## config.mk

```make
export PLATFORM = sky130hd
export DESIGN_NAME = fdr_ratio
export DESIGN_NICKNAME = d
export VERILOG_FILES = /design/src/hw/rtl/fdr_pkg.sv /design/src/hw/rtl/fdr_ratio.sv
export SDC_FILE = /design/constraint.sdc
export NUM_CORES = 2
export LEC_CHECK = 0
export ABC_AREA = 1
export BUFFER_PORTS_ARGS = -buffer_cell sky130_fd_sc_hd__buf_2
export CAP_MARGIN = 30
export CORE_ASPECT_RATIO = 1.1
export CORE_MARGIN = 2
export CORE_UTILIZATION = 50
export DETAILED_ROUTE_END_ITERATION = 7
export PLACE_DENSITY_LB_ADDON = 0.2
export REMOVE_ABC_BUFFERS = 1
export SYNTH_ARGS = -nofsm -noshare
export SYNTH_HDL_FRONTEND = slang
export SYNTH_SLANG_ARGS = --single-unit
```

## constraint.sdc

```tcl
create_clock -name clk -period 5.9 [get_ports clk]
set_input_delay 1.77 -clock clk [delete_from_list [all_inputs] [get_ports clk]]
set_output_delay 1.77 -clock clk [all_outputs]
set_load 0.05 [all_outputs]
```

## src/hw/rtl/fdr_pkg.sv

```systemverilog
// Shared types, widths and constants of the Fresnel dielectric reflectance unit.
// No dependencies; every other file of the block imports this package.
package fdr_pkg;

	localparam int IDX_W   = 16;   // refractive index, unsigned Q4.12
	localparam int COS_W   = 16;   // signed cosine, Q1.15
	localparam int C_W     = 17;   // cosine magnitude, 0 to 1.0 in Q1.15
	localparam int CC_W    = 34;   // squared cosine, Q30
	localparam int SQ_W    = 32;   // squared index
	localparam int S2_W    = 31;   // squared sine, Q30, up to 1.0
	localparam int NUM_W   = 62;   // scaled squared sine before the division
	localparam int ST2_W   = 30;   // transmitted squared sine, Q30
	localparam int RAD_W   = 31;   // square root operand
	localparam int ROOT_W  = 16;   // transmitted cosine, Q15
	localparam int PROD_W  = 33;   // index times cosine, Q27
	localparam int RSUM_W  = 34;   // sum of two products
	localparam int RNUM_W  = 49;   // ratio dividend
	localparam int RQ_W    = 16;   // amplitude ratio, Q15
	localparam int REFL_W  = 16;   // reflectance, Q1.15

	localparam int CFG_ADDR_W = 2;

	localparam logic [CFG_ADDR_W-1:0] REG_INDEX_OUTSIDE = 2'd0;
	localparam logic [CFG_ADDR_W-1:0] REG_INDEX_INSIDE  = 2'd1;

	localparam logic [IDX_W-1:0]  INDEX_OUTSIDE_RST = 16'd4096;
	localparam logic [IDX_W-1:0]  INDEX_INSIDE_RST  = 16'd6144;
	localparam logic [CC_W-1:0]   ONE_Q30_CC        = 34'd1 << 30;
	localparam logic [RAD_W-1:0]  ONE_Q30_RAD       = 31'd1 << 30;
	localparam logic [RQ_W-1:0]   ONE_Q15           = 16'd32768;
	localparam logic [REFL_W-1:0] ONE_REFL          = 16'd32768;

	// Item data that rides alongside the long arithmetic units.
	typedef struct packed {
		logic             tir;
		logic [C_W-1:0]   c;
		logic [IDX_W-1:0] ni;
		logic [IDX_W-1:0] nt;
	} side_t;

endpackage

```

## src/hw/rtl/fdr_ratio.sv

```systemverilog
// Amplitude ratio |x - y| / (x + y) in Q15, rounded half up, as a pipelined divider.
// Depends on fdr_pkg.
module fdr_ratio (
	input  logic                       clk,
	input  logic                       arst_n,
	input  logic                       ce,
	input  logic                       in_valid,
	input  logic [fdr_pkg::PROD_W-1:0] x,
	input  logic [fdr_pkg::PROD_W-1:0] y,
	input  logic                       tir_in,
	output logic                       out_valid,
	output logic [fdr_pkg::RQ_W-1:0]   ratio,
	output logic                       tir_out
);
	import fdr_pkg::*;

	logic [PROD_W-1:0] diff;
	logic [RSUM_W-1:0] sum;

	logic [RNUM_W-1:0] rem_s  [RQ_W+1];
	logic [RSUM_W-1:0] den_s  [RQ_W+1];
	logic [RQ_W-1:0]   quo_s  [RQ_W+1];
	logic              zero_s [RQ_W+1];
	logic              tir_s  [RQ_W+1];
	logic              vld_s  [RQ_W+1];

	always_comb begin
		diff = (x > y) ? x - y : y - x;
		sum  = {1'b0, x} + {1'b0, y};
	end

	// Entry stage: dividend d * 2^15 + s / 2 and the zero-denominator case.
	always_ff @(posedge clk or negedge arst_n) begin
		if (!arst_n) begin
			vld_s[0] <= 1'b0;
		end else if (ce) begin
			vld_s[0] <= in_valid;
		end
	end

	always_ff @(posedge clk) begin
		if (ce) begin
			rem_s[0]  <= {1'b0, diff, 15'b0} + {{(RNUM_W - RSUM_W + 1){1'b0}}, sum[RSUM_W-1:1]};
			den_s[0]  <= sum;
			quo_s[0]  <= '0;
			zero_s[0] <= (sum == '0);
			tir_s[0]  <= tir_in;
		end
	end

	for (genvar i = 0; i < RQ_W; i++) begin : g_stage
		localparam int SH = RQ_W - 1 - i;
		logic [RNUM_W+1:0] trial;
		logic              ge;

		always_comb begin
			trial = {2'b00, rem_s[i]} - ({{(RNUM_W + 2 - RSUM_W){1'b0}}, den_s[i]} << SH);
			ge    = ~trial[RNUM_W+1];
		end

		always_ff @(posedge clk or negedge arst_n) begin
			if (!arst_n) begin
				vld_s[i+1] <= 1'b0;
			end else if (ce) begin
				vld_s[i+1] <= vld_s[i];
			end
		end

		always_ff @(posedge clk) begin
			if (ce) begin
				rem_s[i+1]  <= ge ? trial[RNUM_W-1:0] : rem_s[i];
				den_s[i+1]  <= den_s[i];
				quo_s[i+1]  <= {quo_s[i][RQ_W-2:0], ge};
				zero_s[i+1] <= zero_s[i];
				tir_s[i+1]  <= tir_s[i];
			end
		end
	end

	// A zero denominator only comes from a zero cosine against a zero index: ratio is 1.0.
	assign out_valid = vld_s[RQ_W];
	assign ratio     = zero_s[RQ_W] ? ONE_Q15 : quo_s[RQ_W];
	assign tir_out   = tir_s[RQ_W];

endmodule

```

* Word level (Yosys, flattened, before mapping)
Memory sizes are Yosys's and may differ from the RTL's.
Index checks and enable logic that the tools add are counted.
** Word-level totals
- Output and inout port bits :: 18
- Bits in latches :: 0
- Bits in writable memories :: 1717
- Bits of input ports :: 71
- Logic and storage cells :: 80
- Memories :: 5
- Register bits after elaboration :: 17
- ROM bits :: 0
** Cells by class
- Shift operators :: 0
- $mul :: 0
- $add $sub $neg :: 20
- Bitwise operators :: 16
- Reduce and logical (&&, ||, !) cells :: 1
- Equal/unequal tests :: 0
- Mux-type cells :: 20
- Div/mod/pow operators :: 0
- Order comparisons :: 1
** Memory list
- rem_s :: depth 17, width 49, read ports 16, clocked after Yosys merged registers in 0, wr ports 17, line fdr_ratio.sv:20 : logic [RNUM_W-1:0] rem_s [RQ_W+1];
- den_s :: depth 17, width 34, read ports 16, clocked after Yosys merged registers in 0, wr ports 17, line fdr_ratio.sv:21 : logic [RSUM_W-1:0] den_s [RQ_W+1];
- quo_s :: depth 17, width 16, read ports 17, clocked after Yosys merged registers in 0, wr ports 17, line fdr_ratio.sv:22 : logic [RQ_W-1:0] quo_s [RQ_W+1];
- tir_s :: depth 17, width 1, read ports 17, clocked after Yosys merged registers in 0, wr ports 17, line fdr_ratio.sv:24 : logic tir_s [RQ_W+1];
- zero_s :: depth 17, width 1, read ports 17, clocked after Yosys merged registers in 0, wr ports 17, line fdr_ratio.sv:23 : logic zero_s [RQ_W+1];
** Operator list (number)
- two-way mux 49 bit :: 16
- subtractor 33 bit :: 2
- subtractor 49 x 34 -> 50 bit :: 1
- subtractor 49 x 35 -> 50 bit :: 1
- subtractor 49 x 36 -> 50 bit :: 1
- subtractor 49 x 37 -> 50 bit :: 1
- subtractor 49 x 38 -> 50 bit :: 1
- subtractor 49 x 39 -> 50 bit :: 1
- subtractor 49 x 40 -> 50 bit :: 1
- subtractor 49 x 41 -> 50 bit :: 1
- subtractor 49 x 42 -> 50 bit :: 1
- subtractor 49 x 43 -> 50 bit :: 1
- subtractor 49 x 44 -> 50 bit :: 1
- subtractor 49 x 45 -> 50 bit :: 1
- subtractor 49 x 46 -> 50 bit :: 1
- subtractor 49 x 47 -> 50 bit :: 1
- subtractor 49 x 48 -> 50 bit :: 1
- subtractor 49 x 49 -> 50 bit :: 1
- adder 48 x 33 -> 49 bit :: 1
- adder 33 x 33 -> 34 bit :: 1
- logical NOT 34 bit :: 1
- > comparator 33 bit :: 1
- two-way mux 33 bit :: 1
- two-way mux 16 bit :: 1
- other kinds (2) :: 18

* Longest topological paths before layout
- Word-level depth :: 3
- Mapped depth :: 38
- Gate-level depth less buffers :: 34

* Worst setup path after synthesis
Ideal clock, no wire load.
- Kind :: in2reg
- Start point :: in y[26] (netlist bit)
- End point :: mem rem_s[0][41], data pin
- Setup slack :: 158 ps
- Setup time :: 254 ps
- Arrival time :: 5488 ps
- Data required time :: 5646 ps
- Stages on the path :: 30
- Path buffers :: 3
- Cell sequence :: inv_1 > ha_1 > buf_4 > a21oi_1 > nor2_1 > o21ai_0 > nand2_1 > a21oi_2 > nand2_4 > nand2_4 > buf_12 > buf_4 > mux2i_1 > xor2_1 > inv_1 > ha_1 > inv_1 > o21ai_0 > nor2_1 > o21ai_0 > nand3_1 > nand2_1 > nand3_1 > nand2_1 > nand3_1 > nand2_1 > nand3_2 > nor2_2 > xor2_1 > inv_1
** RTL lines
- from (decl) :: line fdr_ratio.sv:9 : input logic [fdr_pkg::PROD_W-1:0] y,
- to (decl) :: line fdr_ratio.sv:20

==> impl_metrics.yaml <==
yosys:
  yosys_register_bits: 1380
  yosysWarningCount: 0
  async_flop_share_pct: 1.23
  synth_area_per_cell_um2: 8.38
  syn_inst: 10936
  synth_enable_flop_cells: 1363
  post-synth-top-area-cell: "edfxtp_1"
  syn_area_mm2: 0.0917
  ys_types: 70
  ys_seq_area_share_pct: 45.1
  yosys-top-cells-area: "edfxtp_1, nand2_1, ha_1"
  yosys.area.top_type_share_pct: 44.6
  synth_ff_type: "edfxtp_1"
detailed_routing:
  num_vias: 77483
  drt_iter0_drc: 7355
  vias_per_cell: 5.55
  drtAntennaViolNets: 0
  wirelength_um: 298000
  post_drt_wl_per_cell_um: 21.3
  first_pass_iters: 8
  drc: 2
grt:
  grt-ovfl-total: 0
  grt_pass1_wl_um: 447000
  grt_max_degree: 132
  grt_pass1_vias: 74941
  grt_usage_pct: 31.6
  antenna_found_initial: 16
timing:
  setup_viol: 0
  finalHoldViolCount: 0
  clock.fmax_mhz: 184
  fin_crit_ps: 5440
  skew_ps: 59.9
  maxSlewHeadroom_pct: 7.80
  tns_ps: 0
  worst_pin_slew_ps: 1380
  report.final.slew_viol_count: 0
  min_period_over_period_pct: 92.3
  rsz0062_at_grt: "no"
clocking:
  cts_hold_buf: 0
  tritoncts: "done"
  clockRootBuffer: "clkbuf_16"
  cts_made_buffers: 148
  clk_pin_slew_ps: 60
  clk_latency_ps: 830
  htreeDepth: 4
  postCtsSetupRepairBufs: 0
  cts_resized: 0
  clock_sinks: 1380
  clockBufferDepth: 3
cells_and_area:
  area_delta_synth_final_pct: 11.9
  seq_area_mm2: 0.0414
  multi_input_area_mm2: 0.0430
  nFillCells: 16591
  layout-drive-gt1-share_pct: 7.61
  fin_cells: 13967
  final_nets: 12186
  final_util_pct: 56.5
setup_path:
  arrival_ps: 6010
  cp_max_fo: 11
  cp.required_ps: 6460
  crit_type: "in2reg"
  path_common_cell: "nand2_2"
  crit_slowest_cell: "ha_1"
  critPathLaunchType: "primary input"
  cp_slowest_stage_delay_ps: 450
  endpoint_kind: "flip-flop"
die:
  die_w_um: 412
  ios: 89
  rows: 164
  die_area_mm2: 0.187
  fp.dieH_um: 453
  initial_core_util_pct: 50.4
  coreArea_mm2: 0.182
outcome:
  violations: "DRC"
  outcome: "finished, violations left"
placed_design:
  gp_congestion: 1.02
  numPortBuffers: 88
  dpl.cell_count: 13694
  dp_hpwl_um: 246000
hold_path:
  hold_class: "reg2reg"
pwr:
  peakVddDrop_mv: 0.373
  leakagePower_nw: 44.6
  p_per_area_mw_per_mm2: 504
flow_run:
  max-cap-violations: 0
==> where the power goes <==
group / internal (mW) / switching [mW]
sequential: 14.7 / 2.18
clock: 5.49 / 4.09
combinational: 8.83 / 16.5
total: 29.0 / 22.7
==> state kept, by name (all words and copies together) (netlist names) <==
register / cells
den_s: 544
tir_s: 17
rem_s: 649
quo_s: 136
vld_s: 16
zero_s: 17
out_valid: 1
==> logic make-up (layout without fill, tap and decap cells) <==
| kind of cell | Yosys count | count (layout) | synth area share, % |
|---|---|---|---|
| compound gates | 2244 | 2244 | 13.5 |
| xor+xnor | 530 | 530 | 5.06 |
| fa+ha+maj | 678 | 678 | 9.41 |
| buf+inv | 1911 | 2530 | 8.03 |
| flops | 1380 | 1380 | 45.1 |
| mux | 5 | 5 | 0.0573 |
| other cells | 0 | 5 | 0 |
| simple gates | 4188 | 4188 | 18.9 |
==> per-stage QoR <==
step / area (µm²) / total power, mW / setup WS, ps / hold slack [ps]
6_report: 103000 / 51.8 / 455 / 413
5_1_grt: 103000 / 55.2 / 127 / 411
4_1_cts: 103000 / 51.6 / 556 / 413
3_5_place_dp: 97600 / 41.8 / -306 / 405
3_3_place_gp: 97600 / 41.6 / -217 / 401
2_1_floorplan: 91000 / 33.0 / 143 / 400
==> Yosys cell counts (4+ instances only) <==
| library cell | instances |
|---|---|
| a211oi_1 | 19 |
| a21boi_0 | 32 |
| a21o_1 | 83 |
| a21oi_1 | 885 |
| a21oi_2 | 4 |
| a221oi_1 | 7 |
| a31oi_1 | 148 |
| and3_1 | 11 |
| buf_1 | 8 |
| buf_2 | 45 |
| buf_4 | 24 |
| clkbuf_1 | 65 |
| dfrtp_1 | 17 |
| edfxtp_1 | 1363 |
| fa_1 | 19 |
| ha_1 | 659 |
| inv_1 | 1748 |
| inv_2 | 12 |
| nand2_1 | 2273 |
| nand2_2 | 30 |
| nand2_4 | 8 |
| nand3_1 | 382 |
| nand3_2 | 9 |
| nand3b_1 | 27 |
| nand4_1 | 118 |
| nor2_1 | 1127 |
| nor2_2 | 18 |
| nor2_4 | 8 |
| nor3_1 | 92 |
| nor4_1 | 32 |
| o2111ai_1 | 8 |
| o211ai_1 | 28 |
| o21a_1 | 62 |
| o21ai_0 | 815 |
| o21ai_1 | 50 |
| o21bai_1 | 55 |
| o221ai_1 | 11 |
| o311ai_0 | 4 |
| o31ai_1 | 12 |
| or2_2 | 41 |
| xnor2_1 | 284 |
| xor2_1 | 246 |
==> worst paths after layout <==
| kind | start | endpoint | slack, ps | cells past startpoint |
|---|---|---|---|---|
| worst max-delay path | y[13] | rem_s[0][30]$_DFFE_PP_ | 460 | 28 |
| worst min-delay path | quo_s[13][1]$_DFFE_PP_ | quo_s[14][2]$_DFFE_PP_ | 410 | 0 |
| worst max register to register | den_s[0][412]$_DFFE_PP_ | rem_s[0][652]$_DFFE_PP_ | 1310 | 15 |
| worst min register to register | quo_s[13][1]$_DFFE_PP_ | quo_s[14][2]$_DFFE_PP_ | 410 | 0 |
| max in group asynchronous | arst_n | vld_s[13]$_DFFE_PN0P_ | 4740 | 1 |
| min in group asynchronous | arst_n | vld_s[4]$_DFFE_PN0P_ | 890 | 1 |
==> critical path, delay by kind of cell <==
family,cells,cell delay (ps)
compound gates,7,1360
simple gates,11,1030
fa+ha+maj,2,750
buf+inv,6,630
xor+xnor,2,460
==> routing by layer <==
metal / part of all wire [%] / wire (µm) / GRT usage (%)
met5: 0.026 / 77 / 0
met4: 4.1 / 12100 / 11.7
met3: 5.8 / 17400 / 3.97
met2: 47 / 141000 / 53.6
met1: 43 / 127000 / 41.4
==> layout make-up <==
class	count	share of cell area, %
sequential	1380	40.3
clock inverter	96	1.08
multi-input combinational	7645	41.9
inverter	1764	6.45
antenna	5	0.0122
timing repair buffer	498	3.55
clock buffer	172	3.79
tap	2407	2.93
==> cells in the final DEF (no fill, tap or decap), types with 12 or more instances in the layout <==
cell / n
o21a_1: 62
nand2_2: 31
a21boi_0: 32
dfrtp_1: 17
buf_2: 88
nor2_2: 18
o211ai_1: 28
o21bai_1: 55
edfxtp_1: 1363
a21oi_1: 885
a31oi_1: 148
clkbuf_1: 19
o21ai_0: 815
clkbuf_16: 152
o31ai_1: 12
or2_2: 41
o21ai_1: 50
clkinv_1: 19
xnor2_1: 284
clkinvlp_4: 17
nand2_1: 2272
inv_1: 1748
fa_1: 19
a211oi_1: 19
a21o_1: 83
nand3_1: 382
nor4_1: 32
nor2_1: 1127
clkinv_2: 24
nand4_1: 118
nor3_1: 92
nand3b_1: 27
buf_4: 399
bufinv_16: 16
ha_1: 659
inv_2: 13
xor2_1: 246
Power figures use the tool's default switching activity.
