[src/hw/rtl/fdr_pkg.sv]
// Shared types, widths and constants of the Fresnel dielectric reflectance unit.
// No dependencies; every other file of the block imports this package.
package fdr_pkg;

	localparam int IDX_W   = 16;   // refractive index, unsigned Q4.12
	localparam int COS_W   = 16;   // signed cosine, Q1.15
	localparam int C_W     = 17;   // cosine magnitude, 0 to 1.0 in Q1.15
	localparam int CC_W    = 34;   // squared cosine, Q30
	localparam int SQ_W    = 32;   // squared index
	localparam int S2_W    = 31;   // squared sine, Q30, up to 1.0
	localparam int NUM_W   = 62;   // scaled squared sine before the division
	localparam int ST2_W   = 30;   // transmitted squared sine, Q30
	localparam int RAD_W   = 31;   // square root operand
	localparam int ROOT_W  = 16;   // transmitted cosine, Q15
	localparam int PROD_W  = 33;   // index times cosine, Q27
	localparam int RSUM_W  = 34;   // sum of two products
	localparam int RNUM_W  = 49;   // ratio dividend
	localparam int RQ_W    = 16;   // amplitude ratio, Q15
	localparam int REFL_W  = 16;   // reflectance, Q1.15

	localparam int CFG_ADDR_W = 2;

	localparam logic [CFG_ADDR_W-1:0] REG_INDEX_OUTSIDE = 2'd0;
	localparam logic [CFG_ADDR_W-1:0] REG_INDEX_INSIDE  = 2'd1;

	localparam logic [IDX_W-1:0]  INDEX_OUTSIDE_RST = 16'd4096;
	localparam logic [IDX_W-1:0]  INDEX_INSIDE_RST  = 16'd6144;
	localparam logic [CC_W-1:0]   ONE_Q30_CC        = 34'd1 << 30;
	localparam logic [RAD_W-1:0]  ONE_Q30_RAD       = 31'd1 << 30;
	localparam logic [RQ_W-1:0]   ONE_Q15           = 16'd32768;
	localparam logic [REFL_W-1:0] ONE_REFL          = 16'd32768;

	// Item data that rides alongside the long arithmetic units.
	typedef struct packed {
		logic             tir;
		logic [C_W-1:0]   c;
		logic [IDX_W-1:0] ni;
		logic [IDX_W-1:0] nt;
	} side_t;

endpackage

[src/hw/rtl/fdr_sqrt.sv]
// Pipelined integer square root, floor result, one root bit per stage.
// Depends on fdr_pkg.
module fdr_sqrt (
	input  logic                       clk,
	input  logic                       arst_n,
	input  logic                       ce,
	input  logic                       in_valid,
	input  logic [fdr_pkg::RAD_W-1:0]  rad,
	input  fdr_pkg::side_t             side_in,
	output logic                       out_valid,
	output logic [fdr_pkg::ROOT_W-1:0] root,
	output fdr_pkg::side_t             side_out
);
	import fdr_pkg::*;

	localparam int W = 32;

	logic [W-1:0]    v_s    [ROOT_W+1];
	logic [W-1:0]    r_s    [ROOT_W+1];
	side_t           side_s [ROOT_W+1];
	logic            vld_s  [ROOT_W+1];

	assign v_s[0]    = {{(W - RAD_W){1'b0}}, rad};
	assign r_s[0]    = '0;
	assign side_s[0] = side_in;
	assign vld_s[0]  = in_valid;

	for (genvar i = 0; i < ROOT_W; i++) begin : g_stage
		localparam logic [W-1:0] BIT = 32'd1 << (2 * (ROOT_W - 1 - i));
		logic [W-1:0] tgt;
		logic         ge;

		always_comb begin
			tgt = r_s[i] + BIT;
			ge  = v_s[i] >= tgt;
		end

		always_ff @(posedge clk or negedge arst_n) begin
			if (!arst_n) begin
				vld_s[i+1] <= 1'b0;
			end else if (ce) begin
				vld_s[i+1] <= vld_s[i];
			end
		end

		always_ff @(posedge clk) begin
			if (ce) begin
				v_s[i+1]    <= ge ? v_s[i] - tgt : v_s[i];
				r_s[i+1]    <= ge ? (r_s[i] >> 1) + BIT : r_s[i] >> 1;
				side_s[i+1] <= side_s[i];
			end
		end
	end

	assign out_valid = vld_s[ROOT_W];
	assign root      = r_s[ROOT_W][ROOT_W-1:0];
	assign side_out  = side_s[ROOT_W];

endmodule

[config.mk]
export PLATFORM = sky130hd
export DESIGN_NAME = fdr_sqrt
export DESIGN_NICKNAME = d
export VERILOG_FILES = /design/src/hw/rtl/fdr_pkg.sv /design/src/hw/rtl/fdr_sqrt.sv
export SDC_FILE = /design/constraint.sdc
export NUM_CORES = 1
export LEC_CHECK = 0
export ABC_AREA = 1
export BUFFER_PORTS_ARGS = -buffer_cell sky130_fd_sc_hd__buf_4
export CELL_PAD_IN_SITES_DETAIL_PLACEMENT = 0
export CELL_PAD_IN_SITES_GLOBAL_PLACEMENT = 1
export CORE_MARGIN = 4
export CORE_UTILIZATION = 40
export CTS_BUF_LIST = sky130_fd_sc_hd__clkbuf_16
export CTS_CLUSTER_DIAMETER = 50
export DETAILED_ROUTE_END_ITERATION = 8
export GPL_TIMING_DRIVEN = 0
export PLACE_DENSITY_LB_ADDON = 0.1
export SYNTH_ARGS = -nofsm -noshare
export SYNTH_HDL_FRONTEND = slang
export SYNTH_SLANG_ARGS = --single-unit
export TNS_END_PERCENT = 5
[constraint.sdc]
create_clock -name clk -period 2.7 [get_ports clk]
set_input_delay 0.27 -clock clk [delete_from_list [all_inputs] [get_ports clk]]
set_output_delay 0.27 -clock clk [all_outputs]
set_load 0.01 [all_outputs]
Word-level counts from Yosys, hierarchy flattened

Index checks and enable logic that the tools add are counted.

Register bits: 1,792
Input port bits: 85
Output and inout port bits: 67
Logic and storage cells: 218

Add/subtract/negate cells: 45
Magnitude comparators: 16
Mux-type cells: 31

Operators by type and width:

| operator                 | number |
|---|---|
| $mux W31                 | 16 |
| $ge A32 B32 Y1           | 15 |
| $mux W32                 | 14 |
| $sub A32 B32 Y32         | 14 |
| $add A31 B11 Y32 const B | 1 |
| $add A31 B13 Y32 const B | 1 |
| $add A31 B15 Y32 const B | 1 |
| $add A31 B17 Y32 const B | 1 |
| $add A31 B19 Y32 const B | 1 |
| $add A31 B21 Y32 const B | 1 |
| $add A31 B23 Y32 const B | 1 |
| $add A31 B25 Y32 const B | 1 |
| $add A31 B27 Y32 const B | 1 |
| $add A31 B29 Y32 const B | 1 |
| $add A31 B3 Y32 const B  | 1 |
| $add A31 B5 Y32 const B  | 1 |
| $add A31 B7 Y32 const B  | 1 |
| $add A31 B9 Y32 const B  | 1 |
| $add A32 B1 Y32 const B  | 1 |
| $add A32 B11 Y32 const B | 1 |
| $add A32 B13 Y32 const B | 1 |
| $add A32 B15 Y32 const B | 1 |
| $add A32 B17 Y32 const B | 1 |
| $add A32 B19 Y32 const B | 1 |
| 13 further kinds         | 13 |

Logic depth before layout (Yosys ltp)

Gate-level depths: netlist (run 1).

Depth after elaboration: 3
Depth in mapped cells: 14
Depth with buffers taken out: 14

Worst setup path before layout (run 1)

No wires, ideal clock.

Path kind: register -> register
From: reg v_s[107] (netlist name)
To: reg v_s[71] (netlist name) (data pin)
Setup time: 257 ps
Arrival time: 1,710 ps
Data required time: 2,443 ps
Path slack: 733 ps
Stages on the path, launching flop included: 14
Path buffers: 1
Clock period less this slack: 1,967 ps
Cells stage by stage: edfxtp_1 ha_1 nand2_2 nor2_4 inv_2 nor2_8 nand2_1 nor2_2 nor2_2 nand2_4 inv_8 buf_8 nand2_2 o21ai_2

Word-level cells in the longest chain between the ends: 2

RTL lines:

| what                            | line           | source |
|---|---|---|
| start, declared                 | fdr_sqrt.sv:18 | `logic [W-1:0] v_s [ROOT_W+1];` |
| start signal, assigned by index | fdr_sqrt.sv:48 | `v_s[i+1] <= ge ? v_s[i] - tgt : v_s[i];` |
| $ge A32 B32 Y1                  | fdr_sqrt.sv:35 | `ge = v_s[i] >= tgt;` |
| net g_stage[13].ge              | fdr_sqrt.sv:31 | `logic ge;` |
| $mux W32                        | fdr_sqrt.sv:48 |  |

The timed path passes the listed nets, and every way through them passes these cells.
A chain may end at the register's enable or synchronous reset.

Worst setup path after layout (run 1)

From: reg v_s[169] (netlist name)
To: reg v_s[157] (netlist name) (data pin)

Word-level cells in the longest chain between the ends: 2
Elaborated cells between the ends (all ways): 3
Classes of those cells: 1 x add/sub; 1 x order compare; 1 x mux

RTL lines:

| what                                               | line |
|---|---|
| $sub A32 B32 Y32 or $ge A32 B32 Y1 (tied branches) | fdr_sqrt.sv:48, fdr_sqrt.sv:35 |
| $mux W32 (*)                                       | fdr_sqrt.sv:48 |

Mark *: on every way between the ends. The rest lies on a longest branch, timed or not.

==> results by group, run 1 <==
Synthesis
  – Synth warnings: 0
  – Post-synth top area cell: edfxtp_1
  – Distinct cells, synth: 49
  – Seq/Total Area, Yosys: 73.3%
  – Ys async rst share: between 1 and 1.5%
  – Netlist Area Pre-Place: 58,500 µm²
  – Post-synth top flop: edfxtp_1
  – Most frequent cells after synthesis: edfxtp_1 (1,416), nand2_1 (1,074), inv_1 (563)
  – Post-synth EDFFs: 1,416
  – Share of the synthesized area in the top cell type: 72.6%
  – #FFs+latches synth: about 1,400
  – Syn Inst Count: 4,567
  – Dominant cells by area after synthesis: edfxtp_1 (73%), nand2_1 (6.9%), inv_1 (3.6%), ha_1 (3.2%), nor2_1 (2.3%)
  – Syn avg cell area: between 10 and 15 µm²
  – Most numerous cell in the Yosys netlist: edfxtp_1

Detailed routing
  – Number of vias per cell: 4.60
  – DRT Wirelength: 115 mm
  – DR pass1 iterations: 5
  – Routed WL per cell: roughly 16 µm
  – Vias after detailed routing: ~32,000
  – Detailed-route DRC error count: 0
  – Number of routed nets with antenna violations: 0
  – Iteration-0 DRC Markers: slightly below 2,000

STA
  – Slew margin rel.: between 20% and 30%
  – Final Max Slew Viols: 0
  – Slew @ Worst Pin: 1.20 ns
  – Max Clock Skew: 0.0457 ns
  – Tmin final: 2.54 ns
  – Final setup viols: 0
  – PnR worst setup slack: 0.158 ns
  – Fin crit share: 94.1%
  – Final hold vios: 0
  – RSZ-0062 raised after global routing: yes
  – Fmax: 0.393 GHz

Finish
  – Design Area, Final: 68,800 µm²
  – Fillers: approximately 13,000
  – Share of cells above drive strength 1: about an eighth
  – Area growth, synth to finish: 17.5%
  – Layout Nets: around 5,200

Critical path
  – CP Max Fanout: 10
  – Crit end category: flop
  – Worst Path Required: around 3.2 ns
  – Crit Path Category: flop to flop
  – Startpoint class of the critical path: flop
  – Crit path DAT: 3.03 ns

Power and ir drop
  – Pleak: 27.2 nW
  – PwrDens: 815 nW/µm²
  – VDD IR max: between 0.0004 and 0.0005 V

Die
  – Starting Density: 40.2%
  – Core area: about 150,000 µm²
  – Die height: 391 µm
  – Ports: 152
  – Die area: around 150,000 µm²
  – Die Wd: between 300 and 400 µm
  – Row count: 140

Clock tree
  – Clk root buf: clkbuf_16
  – CTS Buf Count: 165
  – Clock slew at reported path FFs: 0.06 ns
  – Clock sinks: 1,432
  – Max clock buf depth: 3
  – Latest clock arrival within the worst-skew pair: between 0.7 and 0.8 ns
  – H-tree levels: 4
  – CTS tree: done

Place
  – Pre-CTS setup slack: -0.446 ns
  – DP HPWL: 83.0 mm
  – Number of port buffers: 150
  – Placed cell areas: 62,300 µm²
  – Final Wtd Congestion: 0.867

GRT
  – GR Util met3: 2.55%
  – GRT Residual Overflow: 0
  – First-pass GRT wire length: 182 mm
  – GR Util All Layers: 15.4%
  – Met1 usage: a little under a fifth
  – GRT Max-Usage Layer: met2
  – Initial antenna violation count: 3
  – Vias in the first global route: 33,200
  – Largest net degree at the start of global routing: between 150 and 200
  – Grt met2 use: a little over a quarter

Status
  – Status: finished, final reports clean

Worst hold path
  – Worst min-delay path class: input pin to flop

Job
  – Max_cap viols: 0
==> path summary, 6_finish.rpt <==
path	startpoint	end	slack, ns	depth (start not counted)
hold / removal	ce	vld_s[13]	0.09	4
setup / recovery	v_s[169]	v_s[157]	0.16	12
min in group asynchronous	arst_n	vld_s[2]	0.64	3
max in group asynchronous	arst_n	vld_s[7]	1.61	3
hold reg to reg	side_s[553]	side_s[503]	0.41	0
setup reg to reg	v_s[169]	v_s[157]	0.16	12
==> worst max-delay path, stage by stage (launching register included) <==
cell	delay (ns)
edfxtp_1	0.42
inv_1	0.15
ha_1	0.20
inv_1	0.13
nand3_1	0.11
nand3_2	0.16
nand3_1	0.12
nand3_1	0.11
nand2_1	0.20
nand2_1	0.14
nor2_4	0.25
buf_6	0.23
a21oi_2	0.06
==> sequential cells by signal (all words and copies together) (netlist names) <==
| name | flops |
|---|---|
| out_valid | 1 |
| r_s | 120 |
| root | 16 |
| side_out | 50 |
| side_s | 750 |
| v_s | 480 |
| vld_s | 15 |
==> report_power, final <==
part | leakage, nW | switching (mW) | total, mW | internal (mW)
sequential | 13.9 | 0.982 | 27.7 | 26.8
clock | 2.78 | 8.73 | 21.8 | 13.1
combinational | 10.5 | 4.17 | 6.48 | 2.31
total | 27.2 | 13.9 | 56.1 | 42.2
==> per-stage QoR <==
step	total power [mW]	utilization, %	setup TNS [ns]	std cells	hold WS [ns]
CTS	57.0	47.2	0	7025	0.0146
floorplan	32.2	-	0	4568	-0.0256
detailed placement	34.7	42.8	-82.77	6643	0.144
global placement	35.1	42.6	-	6635	0.140
global route	59.0	47.2	-0.00233	7028	0.0796
finish	56.1	47.2	0	7028	0.0944
==> cell usage in the layout (no fill, tap or decap), types with 7 or more instances in the layout <==
| cell | count |
|---|---|
| inv_2 | 23 |
| nor4_1 | 21 |
| inv_4 | 7 |
| or2_2 | 17 |
| o21ai_2 | 25 |
| nand3_2 | 7 |
| xor2_1 | 48 |
| clkinv_2 | 23 |
| dlygate4sd3_1 | 86 |
| buf_16 | 9 |
| o21ai_0 | 77 |
| nand3b_1 | 25 |
| buf_6 | 13 |
| nor2_2 | 16 |
| nor2_1 | 359 |
| nor2_4 | 8 |
| nand3_1 | 199 |
| clkinvlp_4 | 8 |
| clkbuf_16 | 166 |
| a21oi_2 | 40 |
| o21ai_1 | 34 |
| inv_1 | 592 |
| nand2_2 | 26 |
| bufinv_16 | 19 |
| dfrtp_1 | 16 |
| xnor2_1 | 59 |
| a21oi_1 | 124 |
| ha_1 | 144 |
| nand4_1 | 73 |
| edfxtp_1 | 1416 |
| clkinv_1 | 27 |
| buf_4 | 203 |
| nor3_1 | 37 |
| nand2_1 | 1074 |
| clkinv_16 | 7 |
==> layer usage <==
layer  vias up  wire [µm]
met4         0       3950
met2       450      57700
met5         -          0
met3       217       3600
met1     15200      50200
li1      16500          -
==> layout make-up <==
type | instances | area [µm²] | area share [%]
Sequential cell | 1432 | 42900 | 62.4
Inverter | 593 | 2250 | 3.27
Antenna cell | 2 | 5.00 | 0.00728
Clock inverter | 130 | 1360 | 1.97
Timing Repair Buffer | 245 | 2230 | 3.25
Tap cell | 1917 | 2400 | 3.49
Multi-Input combinational cell | 2466 | 12800 | 18.6
Clock buffer | 166 | 4150 | 6.04
Buffer | 77 | 629 | 0.915
==> logic make-up after synthesis <==
logic type	Yosys count	synth area share, %
AND/OR/NAND/NOR	1884	13.7
flip-flops	1432	73.3
buffers and inverters	670	4.89
AO/OA/AOI/OAI	325	3.30
adder cells (fa/ha/maj)	148	3.16
XOR/XNOR	107	1.60
other	1	0.00641
==> what timing repair did <==
item / in CTS / in global routing
gates resized for setup: 4 / 10
endpoints found under the hold margin: 111 / 0
pin swaps: 1 / 3
setup endpoints to repair: 22 / 33
buffers inserted: 0 / 1
hold buffers: 86 / 0
No activity file was read; power rests on OpenSTA's default activity.
==> run 2, diff against run 1 <==
- CAP_MARGIN: default -> 15
- PLACE_DENSITY: default -> 0.69
- PLACE_DENSITY_LB_ADDON: 0.1 -> default
==> run 2 against run 1 <==
Compared with the run above:
- clock skew shrank 0.018 ns
- final cell count is essentially flat
- count of clock-buffer cells in the layout shrank 4
- fmax grew 1.1%
- core utilization shrank 0.14 points
- critical path depth shrank 4
- sequential power is essentially flat
- first-iteration DRC count shrank 2.9%
- sequential share of layout area grew 0.18 points
- critical path type unchanged
- critical endpoint is now v_s[145]
==> results by group, run 2 (synthesis gave the netlist of run 1 again) <==
GRT
  – First-pass GRT wire length: 175 mm
  – Vias in the first global route: about 33,000
  – GRT Residual Overflow: 0
  – Largest net degree at the start of global routing: 194
  – GR Util All Layers: between 10 and 15%
  – Initial antenna violation count: 1

Place
  – Final Wtd Congestion: slightly below 0.9
  – DP HPWL: 77.5 mm
  – Number of port buffers: 150
  – Placed cell areas: 62,300 µm²

Finish
  – Biggest regs: side_s: 750 flops, v_s: 480 flops, r_s: 120 flops
  – Share of cells above drive strength 1: 12.7%
  – Commonest non-fill, non-tap cell in the layout: edfxtp_1
  – Layout Nets: 5,213
  – Most frequent cells in the layout: edfxtp_1 (1,416), nand2_1 (1,074), inv_1 (587), nor2_1 (360), buf_4 (207)
  – Top reg by flops: side_s
  – Design Area, Final: around 70,000 µm²
  – Core Util, Final: 47.1%
  – # diodes: 0
  – Area growth, synth to finish: 17.1%
  – Largest register FFs: 750

STA
  – Slew margin rel.: between 30% and 40%
  – Final hold vios: 0
  – RSZ-0062 raised after global routing: no
  – Final setup viols: 0
  – Final Max Slew Viols: 0
  – Max Clock Skew: approximately 0.027 ns
  – Slew @ Worst Pin: 1.03 ns
  – Fin crit share: around 93%
  – Fmax: slightly below 0.4 GHz
  – Hold Slack: 0.0706 ns
  – Tmin final: between 2 and 3 ns

Die
  – Starting Density: 40.2%
  – Die Wd: 391 µm
  – Ports: 152
  – Die area: ~150,000 µm²
  – Row count: 140
  – Core area: approximately 150,000 µm²
  – Die height: 391 µm

Clock tree
  – Clk root buf: clkbuf_16
  – H-tree levels: 4
  – Clock slew at reported path FFs: 0.05 ns
  – Max clock buf depth: 3
  – Latest clock arrival within the worst-skew pair: 0.76 ns
  – CTS Buf Count: 161
  – CTS tree: done
  – Clock sinks: roughly 1,400

Power and ir drop
  – VDD IR max: between 0.0005 and 0.0006 V
  – Clock network power share: 37.9%
  – Pleak: 27.1 nW
  – Psw: approximately 14 mW
  – PwrDens: 803 nW/µm²
  – Cell Int Power: between 40 and 50 mW
  – Switch share: 25.1%
  – Gate power share: 11.8%
  – Sequential Power Share: between 50 and 60%

Critical path
  – Worst Path Required: 3.20 ns
  – Crit Reg-Reg Startpoint: v_s[170]
  – Register-to-Register Path Depth: 8
  – Reg2reg end: v_s[145]
  – Startpoint class of the critical path: flop
  – Crit path DAT: 3.01 ns
  – CP Max Fanout: 6
  – Crit Path Category: flop to flop
  – Crit end category: flop
  – Crit. Startpoint: v_s[170]
  – Crit path to: v_s[145]
  – R2r setup slk: 0.19 ns

Detailed routing
  – DRT met1 WL: 47.1 mm
  – Number of vias per cell: 4.61
  – DR pass1 iterations: 5
  – Vias after detailed routing: 32,400
  – DRT Wirelength: 110 mm
  – Met3 Wirelength: between 3 and 4 mm
  – Iteration-0 DRC Markers: around 1,900
  – Top layer in use: met4
  – Routed WL per cell: between 15 and 20 µm
  – Number of routed nets with antenna violations: 0
  – Detailed-route DRC error count: 0
  – Met2 wire len: about 55 mm

Job
  – Max_cap viols: 0

Worst hold path
  – Worst min-delay path class: input pin to flop

Status
  – Status: finished, final reports clean
run 2: cell count changes in the layout (fill, tap and decap cells not counted), sizes merged:
cell | previous run | this run
diode | 2 | 0
clkinvlp | 8 | 7
clkinv | 66 | 75
dlygate4sd3 | 86 | 84
bufbuf | 0 | 3
clkbuf | 170 | 166
inv | 630 | 633
bufinv | 19 | 11
buf | 232 | 235
run 2: worst max-delay path, stage by stage, from the launching register on:
cell and delay (ns):
edfxtp_1 0.40, ha_1 0.43, a21oi_1 0.21, o21ai_0 0.75
nand2_1 0.16, nand3_1 0.12, nand2_1 0.06, nand2_1 0.06
nand2_1 0.07
run 2: power by group through the flow:
stage / clock network (mW) / logic [mW] / registers (mW)
2_1_floorplan: 0 / 4.42 / 27.7
3_3_place_gp: 0 / 6.30 / 28.7
3_5_place_dp: 0 / 6.38 / 28.2
4_1_cts: 21.6 / 6.56 / 27.7
5_1_grt: 22.6 / 7.45 / 27.9
6_report: 20.9 / 6.48 / 27.7
run 2: timing repair:
item,4_1_cts,5_1_grt
gates resized for setup,0,3
cloned,3,0
endpoints found under the setup margin,177,16
hold buffers,86,0
endpoints found under the hold margin,141,0
pin swaps,0,2
setup buffers,0,2
run 2: layer usage:
metal | up-vias | GRT usage [%]
met5 | - | 0
met4 | 0 | 6.01
met3 | 254 | 2.53
met2 | 554 | 25.6
met1 | 15100 | 18.0
li1 | 16500 | -
run 2: layout make-up:
type | instances | area (µm²)
plain buffers | 77 | 618
inverters | 593 | 2250
well taps | 1917 | 2400
fillers | 12800 | 77000
flip-flops and latches | 1432 | 42900
clock buffers | 162 | 4050
multi-input cells | 2466 | 12800
clock inverters | 133 | 1180
repair buffers | 249 | 2370
run 2: worst min-delay path by stage:
stage / cells after the start / slack, ns / from / end
floorplan: 0 / -0.03 / arst_n / out_valid
global placement: 1 / 0.13 / arst_n / out_valid
detailed placement: 1 / 0.14 / arst_n / out_valid
CTS: 2 / 0.02 / ce / v_s[284]
global route: 2 / 0.04 / ce / v_s[285]
finish: 2 / 0.07 / ce / v_s[284]
run 2: stage by stage:
stage               total power [mW]  setup slack (ns)  instances  setup TNS (ns)
detailed placement              34.6             -1.30       6643         -361.61
CTS                             55.9            0.0338       7027               0
floorplan                       32.2             0.733       4568               0
global placement                35.0            -11.07       6635               -
finish                          55.1             0.186       7029               0
global route                    57.9            0.0146       7029               0
